**config.mk**
```make
export PLATFORM = sky130hd
export DESIGN_NAME = mpta_ram
export DESIGN_NICKNAME = d
export VERILOG_FILES = /design/src/hw/rtl/mpta_ram.sv
export SDC_FILE = /design/constraint.sdc
export NUM_CORES = 1
export LEC_CHECK = 0
export BUFFER_PORTS_ARGS = -buffer_cell sky130_fd_sc_hd__clkbuf_2
export CORE_ASPECT_RATIO = 0.7
export CORE_UTILIZATION = 40
export CTS_CLUSTER_DIAMETER = 150
export DETAILED_ROUTE_END_ITERATION = 12
export PLACE_DENSITY_LB_ADDON = 0.15
export SETUP_SLACK_MARGIN = 0.15
export SLEW_MARGIN = 20
export SYNTH_ARGS = -nofsm -noshare
export SYNTH_HDL_FRONTEND = slang
export SYNTH_SLANG_ARGS = --single-unit
```
**constraint.sdc**
```tcl
create_clock -name clk_i -period 4.05 [get_ports clk_i]
set_clock_uncertainty 0.2 [all_clocks]
set_input_delay 0.405 -clock clk_i [delete_from_list [all_inputs] [get_ports clk_i]]
set_output_delay 0.405 -clock clk_i [all_outputs]
set_load 0.01 [all_outputs]
```
**src/hw/rtl/mpta_ram.sv**
```systemverilog
// generic single port ram with registered read
`timescale 1ns / 1ps
`default_nettype none
module mpta_ram #(
  parameter int Width = 8,
  parameter int Depth = 16
) (
  input  wire logic                     clk_i,
  input  wire logic                     we_i,
  input  wire logic [$clog2(Depth)-1:0] addr_i,
  input  wire logic [Width-1:0]         wdata_i,
  output logic      [Width-1:0]         rdata_o
);
  logic [Width-1:0] mem [Depth];
  always_ff @(posedge clk_i) begin
    if (we_i) mem[addr_i] <= wdata_i;
    rdata_o <= mem[addr_i];
  end
endmodule
`default_nettype wire

```
==> reports/results.ini, run 1 <==
[timing]
slew_viol_final = 0
relSlewSlack_pct = 40.6
period_minus_slack_ns = 1.97
timing.final.crit_share_pct = 48.6
fmax_mhz = 508
finalHoldViolations = 0
worst_pin_slew_ns = 0.888
rsz0062_at_grt = false
setup_viol = 0
fin_tns_setup_ns = 0

[cells_and_area]
fin_area_um2 = 5920
final_cell_mix = edfxtp_1 (128), mux4_2 (32), clkbuf_2 (21), clkbuf_16 (17), a22oi_1 (16)
fin_cells = 436
area_growth_pct = 16.9
drive_gt1_share_pct = 31.5
nNetsFinal = 280
layout_commonest_cell = edfxtp_1
diodes = 0
utilization_pct = 49.3

[synthesis]
synthCells = 230
synth.net_count = 244
yosysUniqueCellTypes = 18
ys_warn_count = 0
yosysSeqAreaShare_pct = 79.0
syn_area_per_cell_um2 = 22.0
synth_seq_cells = 136
synth_area_um2 = 5070

[power_and_ir_drop]
cellPowerDensity_nw_per_um2 = 540
peakVddDrop_mv = 0.347
power_leakage_nw = 1.93
total_power_w = 0.00320

[global_route]
grt_pass1_wl_um = 15300
grt_pass1_vias = 2314
grt_usage_pct = 17.7
grt_antenna_before_repair = 0
grt_max_degree = 31
overflow = 0

[setup_path]
cp.arrival_ns = 2.05
path_max_fanout = 16
reg2reg_slack_ns = 2.52
cp-end-kind = register
worstPathRequired_ns = 4.14
worstSetupStartpointType = input port
path_class = in -> reg

[outcome]
run_status = completed

[placement]
place_inst = 404
io_buffers = 21
place_congestion = 0.753
dp.final_hpwl_um = 6560
dpl_cell_area_um2 = 5360

[cts]
cts-buffers-inserted = 17
hold_buffers = 0
cts_max_path_buffers = 2
cts_resized = 0
cts_root_buf = clkbuf_16
cts-htree-levels = 4
cts_setup_buffers = 0
clock_sinks = 136
clk_pin_slew_worst_paths_ns = 0.06
clk-insertion-delay-late_ns = 0.41
cts_tree = done

[routing]
viasPerCell = 5.32
num_vias = 2319
drc_errors = 0
routed_wl_um = 10400
routedWlPerCell_um = 23.8
drt-pass1-iter-count = 4
antenna_left = 0
drtIter0Drc = 206

[die]
core_area_um2 = 12000
die-area_um2 = 13100
chipWidth_um = 137
io_pins = 22
rows = 33
die_h_um = 96.2
initial_utilization_pct = 42.2

[worst_hold_path]
min_path_type = in -> reg

[flow_run]
maxCapViolations = 0

## cell families (layout without fill, tap and decap cells)
group | count (synthesis) | after routing | share of synthesized area, %
AOI/OAI and AO/OA | 16 | 16 | 2.37
buffers and inverters | 11 | 60 | 1.19
DFF | 136 | 136 | 79.0
muxes | 32 | 32 | 14.2
and+or+nand+nor | 35 | 35 | 3.21
## metal layers
layer / routed length, um / track usage (%)
met4: 36 / 4.17
met5: 0 / 0
met1: 5030 / 25.5
met3: 666 / 5.90
met2: 4660 / 26.1
## cell type report
class / count / area (um2)
fill: 990 / 6090
sequential: 136 / 4000
multi-input combinational: 83 / 1000
clock buffer: 18 / 429
tap: 157 / 196
timing repair buffer: 28 / 158
clock inverter: 14 / 133
## per-stage QoR
stage / hold WS, ns / worst slack [ns]
6_report: 0.270 / 2.08
2_1_floorplan: 0.304 / 1.95
3_5_place_dp: 0.477 / 1.59
5_1_grt: 0.289 / 1.93
3_3_place_gp: 0.473 / 1.61
4_1_cts: 0.282 / 2.02
## cell usage after synthesis
master	count	share of area (%)
a22oi_1	16	2.4
and2_1	1	0.12
buf_1	4	0.30
buf_2	2	0.20
buf_6	2	0.44
clkbuf_1	2	0.15
clkbuf_2	1	0.099
dfxtp_1	8	3.2
edfxtp_1	128	76
mux4_2	32	14
nand2_1	9	0.67
nand2b_1	2	0.25
nand3_1	1	0.099
nand3b_1	2	0.30
nor2_1	13	0.96
nor2b_1	2	0.25
nor3_1	4	0.40
or3b_2	1	0.17
## state kept, by name, indices dropped and copies added (netlist names)
name / count
mem: 128
rdata_o: 8
## path summary, 6_finish.rpt
| kind | start | endpoint | depth (start not counted) |
|---|---|---|---|
| worst max-delay path | addr_i[0] | rdata_o[0]$_DFF_P_ | 5 |
| worst min-delay path | wdata_i[5] | mem[7][5]$_DFFE_PP_ | 1 |
| worst max register to register | mem[13][6]$_DFFE_PP_ | rdata_o[6]$_DFF_P_ | 3 |
| worst min register to register | mem[11][2]$_DFFE_PP_ | rdata_o[2]$_DFF_P_ | 3 |
## critical path, stage by stage
cell,delay [ns]
clkbuf_2,0.37
buf_4,0.39
mux4_2,0.54
a22oi_1,0.25
nand2_1,0.08
## power by group
part	total (W)	switching (W)	internal [W]
Combinational	0.000150	0.0000917	0.0000582
Clock	0.00147	0.000569	0.000898
Sequential	0.00158	0.0000100	0.00157
(Power assumes the default switching activity.)
==> run 2: changes to the inputs <==
==> constraint.sdc (replaced) <==
create_clock -name clk_i -period 1.6 [get_ports clk_i]
set_clock_uncertainty 0.2 [all_clocks]
set_input_delay 0.16 -clock clk_i [delete_from_list [all_inputs] [get_ports clk_i]]
set_output_delay 0.16 -clock clk_i [all_outputs]
set_load 0.01 [all_outputs]
==> reports/results.ini, run 2 (synthesized netlist as in run 1, its figures left out) <==
[outcome]
run_status = finished, violations left
violations = negative hold slack

[cts]
cts_max_path_buffers = 2  ; unchanged
cts_root_buf = clkbuf_16
clock_sinks = 136  ; unchanged
cts_tree = done
cts-htree-levels = 4  ; unchanged
cts-buffers-inserted = 17  ; unchanged
clk_pin_slew_worst_paths_ns = 0.06  ; about the same
clk-insertion-delay-late_ns = 0.41  ; about the same

[routing]
antenna_left = 0  ; unchanged
drt-pass1-iter-count = 4  ; unchanged
routed_wl_um = 10600  ; +1.6%
drc_errors = 0  ; unchanged
drtIter0Drc = 151  ; -27%
routedWlPerCell_um = 22.4  ; -5.9%
num_vias = 2496  ; +7.6%
viasPerCell = 5.30  ; -0.37%

[flow_run]
maxCapViolations = 0  ; unchanged

[cells_and_area]
drive_gt1_share_pct = 49.0  ; +18 points
diodes = 0  ; unchanged
final_cell_mix = edfxtp_1 (128), buf_4 (34), mux4_2 (32), clkbuf_2 (21), clkbuf_16 (17)
layout_commonest_cell = edfxtp_1
fill_cells = 912  ; -7.9%
fin_area_um2 = 6520  ; +10%
nNetsFinal = 315  ; +13%
largest-register = mem
area_growth_pct = 28.7
top_regs = mem: 128 flops, rdata_o: 8 flops
largest_reg_flops = 128  ; unchanged

[timing]
fmax_mhz = 634
finalHoldViolations = 29  ; +29
relSlewSlack_pct = 74.2  ; +34 points
rsz0062_at_grt = true
slew_viol_final = 0  ; unchanged
timing.final.crit_share_pct = 98.6
period_minus_slack_ns = 1.58
worst_pin_slew_ns = 0.386  ; -0.502 ns
hold_ws_ns = -0.00971  ; -0.279 ns
setup_viol = 0  ; unchanged
fin_ws_ns = 0.0223  ; -2.06 ns

[setup_path]
crit_path_top_delay_cell = mux4_2
r2r_cells = 4  ; +1
r2r_start = mem[11][6]$_DFFE_PP_
worstPathRequired_ns = 1.69  ; -2.45 ns
path_max_fanout = 1  ; -15
path_class = reg -> reg
path_cells = mux4_2 > a22oi_2 > buf_4 > nand2_4
cp-end-kind = register
rr_endpoint = rdata_o[6]$_DFF_P_
critPathMaxStageDelay_ns = 0.49  ; -0.05 ns
worstSetupStartpointType = register
reg2reg_slack_ns = 0.02  ; -2.50 ns
cp.arrival_ns = 1.66  ; -0.39 ns

[global_route]
grt_pass1_wl_um = 16000  ; +4.1%
overflow = 0  ; unchanged
grt_usage_pct = 18.2  ; +0.49 points
grt_max_degree = 20  ; -35%
grt_antenna_before_repair = 0  ; unchanged
grt_pass1_vias = 2550  ; +10%
grt_use_met3_pct = 4.05  ; -1.8 points
use_met2_pct = 26.6  ; +0.59 points
top_usage_layer = met2
use_met1_pct = 26.4  ; +0.90 points

[worst_hold_path]
min_to = mem[7][5]$_DFFE_PP_
min_path_type = in -> reg
min_from = wdata_i[5]
whs_path_depth = 1  ; unchanged

[die]
die-area_um2 = 13100  ; unchanged
io_pins = 22  ; unchanged
core_area_um2 = 12000  ; unchanged
initial_utilization_pct = 42.2  ; unchanged
chipWidth_um = 137  ; unchanged
rows = 33  ; unchanged
die_h_um = 96.2  ; unchanged

[placement]
dpl_cell_area_um2 = 5850  ; +9.1%
io_buffers = 21  ; unchanged
post-place-ws_ns = -0.196  ; -1.79 ns
dp.final_hpwl_um = 7010  ; +6.9%
place_congestion = 0.727  ; -3.5%

[power_and_ir_drop]
peakVddDrop_mv = 0.720  ; +110%
cellPowerDensity_nw_per_um2 = 1310  ; +140%
total_power_w = 0.00853  ; +170%
power_leakage_nw = 2.17  ; +13%

-- run 2: cell types whose count changed in the layout (fill, tap and decap cells not counted), sizes merged --
cell,before,now
buf,7,42
inv,1,0
clkinv,10,7
clkbuf,39,40
bufinv,2,4
clkinvlp,1,2
-- run 2: worst max path at each step --
stage | start | end | slack, ns | cells past startpoint
CTS | mem[11][6]$_DFFE_PP_ | rdata_o[6]$_DFF_P_ | 0.01 | 4
finish | mem[11][6]$_DFFE_PP_ | rdata_o[6]$_DFF_P_ | 0.02 | 4
detailed placement | addr_i[0] | rdata_o[6]$_DFF_P_ | -0.20 | 6
global route | mem[11][6]$_DFFE_PP_ | rdata_o[6]$_DFF_P_ | 0.002 | 4
floorplan | addr_i[1] | mem[8][0]$_DFFE_PP_ | 0.09 | 3
global placement | addr_i[0] | rdata_o[6]$_DFF_P_ | -0.19 | 6
-- run 2: critical path, delay by kind of cell (launching register included) --
| kind | cells | cell delay, ns |
|---|---|---|
| buffers and inverters | 1 | 0.16 |
| AND/OR/NAND/NOR | 1 | 0.04 |
| flip-flops | 1 | 0.37 |
| multiplexers | 1 | 0.49 |
| AO/OA/AOI/OAI | 1 | 0.20 |
-- run 2: stage by stage --
| step | std cells | utilization, % | hold WS (ns) | setup TNS [ns] |
|---|---|---|---|---|
| 2_1_floorplan | 230 | - | 0.0589 | 0 |
| 3_3_place_gp | 439 | 48.7 | 0.351 | -3.51 |
| 3_5_place_dp | 439 | 48.7 | 0.347 | -4.88 |
| 4_1_cts | 471 | 54.2 | 0.000759 | 0 |
| 5_1_grt | 471 | 54.3 | 0.0179 | 0 |
| 6_report | 471 | 54.3 | -0.00971 | 0 |
-- run 2: repair_timing --
item	4_1_cts	5_1_grt
setup endpoints to repair	8	8
hold buffers	0	0
pin swaps	4	4
buffers inserted	0	0
gates resized for setup	9	3
-- run 2: power by group --
part	switching [W]	total, W	internal, W
sequential	0.0000248	0.00401	0.00398
clock	0.00143	0.00403	0.00260
combinational	0.000266	0.000490	0.000224
-- run 2: routing by layer --
layer | up-vias | routed length, um
li1 | 1112 | -
met1 | 1306 | 5200
met2 | 66 | 4720
met3 | 12 | 518
met4 | 0 | 123
met5 | - | 0
-- run 2: final cells by class --
cell class / instances / area (um2) / share of cell area, %
timing repair buffer: 63 / 520 / 7.98
sequential: 136 / 4000 / 61.4
tap: 157 / 196 / 3.01
multi-input combinational: 83 / 1190 / 18.2
clock inverter: 13 / 179 / 2.74
clock buffer: 19 / 433 / 6.64
==> run 3: changes to the inputs <==
--- a/config.mk
+++ b/config.mk
@@ -7,6 +7,7 @@
 export LEC_CHECK = 0
 export BUFFER_PORTS_ARGS = -buffer_cell sky130_fd_sc_hd__clkbuf_2
 export CORE_ASPECT_RATIO = 0.7
+export CORE_MARGIN = 5
 export CORE_UTILIZATION = 40
 export CTS_CLUSTER_DIAMETER = 150
 export DETAILED_ROUTE_END_ITERATION = 12
==> reports/results.ini, run 3 (synthesized netlist as in run 1, its figures left out) <==
[cells_and_area]
nNetsFinal = 316  ; +0.32%
fin_cells = 477  ; +1.3%
diodes = 0  ; unchanged
multi_input_area_um2 = 1180  ; -0.63%
area_growth_pct = 30.3
final-seq-area_um2 = 4000  ; unchanged
fill_cells = 986  ; +8.1%
largest_reg_flops = 128  ; unchanged
largest-register = mem
drive_gt1_share_pct = 47.0  ; -2.1 points
top_regs = mem: 128 flops, rdata_o: 8 flops
layout_commonest_cell = edfxtp_1
final_cell_mix = edfxtp_1 (128), mux4_2 (32), buf_4 (26), clkbuf_2 (21), clkbuf_16 (17)

[setup_path]
worstPathRequired_ns = 1.69  ; about the same
critPathMaxStageDelay_ns = 0.49  ; about the same
path_max_fanout = 1  ; unchanged
cp-end-kind = register
path_cells = mux4_2 > a22oi_2 > nand2_1
worstSetupStartpointType = register
r2r_start = mem[8][2]$_DFFE_PP_
reg2reg_slack_ns = 0.16  ; +0.13 ns
cp.arrival_ns = 1.54  ; -0.12 ns
crit_path_top_delay_cell = mux4_2
path_class = reg -> reg
r2r_cells = 3  ; -1
rr_endpoint = rdata_o[2]$_DFF_P_
crit_start = mem[8][2]$_DFFE_PP_
critical_path.endpoint = rdata_o[2]$_DFF_P_

[placement]
place_congestion = 0.744  ; +2.4%
dp.final_hpwl_um = 6940  ; -1.0%
io_buffers = 21  ; unchanged
post-place-ws_ns = -0.216  ; -0.0200 ns
place_inst = 439  ; unchanged

[routing]
drc_errors = 0  ; unchanged
routed_wl_um = 10100  ; -4.1%
antenna_left = 0  ; unchanged
num_vias = 2479  ; -0.68%
drt-pass1-iter-count = 4  ; unchanged
viasPerCell = 5.20  ; -1.9%
drtIter0Drc = 253  ; +68%
routedWlPerCell_um = 21.2  ; -5.3%

[timing]
relSlewSlack_pct = 32.9  ; -41 points
hold_ws_ns = -0.00428  ; +0.00543 ns
fin_ws_ns = 0.156  ; +0.134 ns
setup_viol = 0  ; unchanged
rsz0062_at_grt = true
period_minus_slack_ns = 1.44  ; -0.134 ns
finalHoldViolations = 7  ; -76%
slew_viol_final = 0  ; unchanged
timing.final.crit_share_pct = 90.2  ; -8.4 points
worst_pin_slew_ns = 1.00  ; +0.618 ns
fmax_mhz = 693  ; +9.3%

[cts]
clk-insertion-delay-late_ns = 0.41  ; about the same
cts_root_buf = clkbuf_16
cts-htree-levels = 4  ; unchanged
cts_tree = done
cts_max_path_buffers = 2  ; unchanged
cts-buffers-inserted = 17  ; unchanged
clk_pin_slew_worst_paths_ns = 0.06  ; about the same
clock_sinks = 136  ; unchanged

[power_and_ir_drop]
power_frac_seq_pct = 46.6  ; -0.4 points
power_leakage_nw = 2.19  ; +0.88%
cellPowerDensity_nw_per_um2 = 1300  ; -0.32%
combPwrFrac_pct = 5.4  ; -0.4 points
swShare_pct = 19.3  ; -0.85 points
intPower_w = 0.00694  ; +2.0%
peakVddDrop_mv = 0.908  ; +26%
clockPowerShare_pct = 48.0  ; +0.8 points
p_switching_w = 0.00166  ; -3.3%
total_power_w = 0.00861  ; +0.93%

[die]
chipWidth_um = 145  ; +5.9%
initial_utilization_pct = 40.8  ; -1.4 points
rows = 34  ; +3.0%
die_h_um = 104  ; +8.3%
io_pins = 22  ; unchanged
die-area_um2 = 15100  ; +15%
core_area_um2 = 12400  ; +3.4%

[flow_run]
maxCapViolations = 0  ; unchanged

[outcome]
run_status = finished, violations left
violations = negative hold slack

[global_route]
grt_pass1_wl_um = 15700  ; -1.6%
grt_pass1_vias = 2608  ; +2.3%
grt_usage_pct = 14.6  ; -3.6 points
overflow = 0  ; unchanged
grt_antenna_before_repair = 0  ; unchanged
grt_max_degree = 26  ; +30%

[worst_hold_path]
min_path_type = in -> reg

[run 3: cell count changes in the layout (fill, tap and decap cells not counted), sizes merged]
cell	previous run	this run
dlygate4sd3	0	6
bufinv	4	5
clkinvlp	2	1
clkinv	7	8
clkbuf	40	39
buf	42	37
[run 3: final cells by class]
type | count | area share (%)
clock buffers | 18 | 6.50
clock inverters | 14 | 3.11
multi-input cells | 83 | 17.9
flip-flops and latches | 136 | 60.7
well taps | 162 | 3.07
repair buffers | 64 | 8.79
[run 3: worst max-delay path: cells and delay by family (launching register included)]
| kind | cells | cell delay, ns |
|---|---|---|
| AOI/OAI and AO/OA | 1 | 0.20 |
| DFF | 1 | 0.37 |
| muxes | 1 | 0.49 |
| and+or+nand+nor | 1 | 0.08 |
[run 3: power by group through the flow]
stage	logic, W	clock network [W]	registers, W
after floorplan	0.000237	0	0.00409
final	0.000463	0.00413	0.00401
after detailed placement	0.000443	0	0.00409
after CTS	0.000461	0.00421	0.00401
after global routing	0.000502	0.00439	0.00402
after global placement	0.000439	0	0.00408
[run 3: per-layer routing]
layer	vias to the layer above	GRT usage (%)	routed length, um
li1	1109	-	-
met1	1318	21.3	4940
met2	43	20.7	4680
met3	9	4.69	416
met4	0	4.99	102
met5	-	0	0
[run 3: worst min-delay path by stage]
stage	startpoint	end	slack, ns	cells after the start
after floorplan	wdata_i[0]	mem[0][0]$_DFFE_PP_	0.06	0
after global placement	rdata_o[7]$_DFF_P_	rdata_o[7]	0.35	1
after detailed placement	rdata_o[7]$_DFF_P_	rdata_o[7]	0.35	1
after CTS	wdata_i[2]	mem[14][2]$_DFFE_PP_	0.008	1
after global routing	wdata_i[0]	mem[3][0]$_DFFE_PP_	0.01	1
final	wdata_i[0]	mem[5][0]$_DFFE_PP_	-0.004	1
[run 3: repair_timing]
item / 4_1_cts / 5_1_grt
hold endpoints to repair: 96 / 0
pin swaps: 1 / 7
resized for setup: 3 / 7
setup endpoints to repair: 6 / 8
buffers inserted: 0 / 0
hold buffers: 6 / 0
[run 3: through the flow]
step           TNS (ns)  instance area (um2)  util, %
6_report              0                 6600     53.1
4_1_cts               0                 6570     52.9
2_1_floorplan         0                 5210        -
3_3_place_gp      -8.68                 5860     47.1
5_1_grt               0                 6600     53.1
3_5_place_dp     -10.44                 5860     47.1
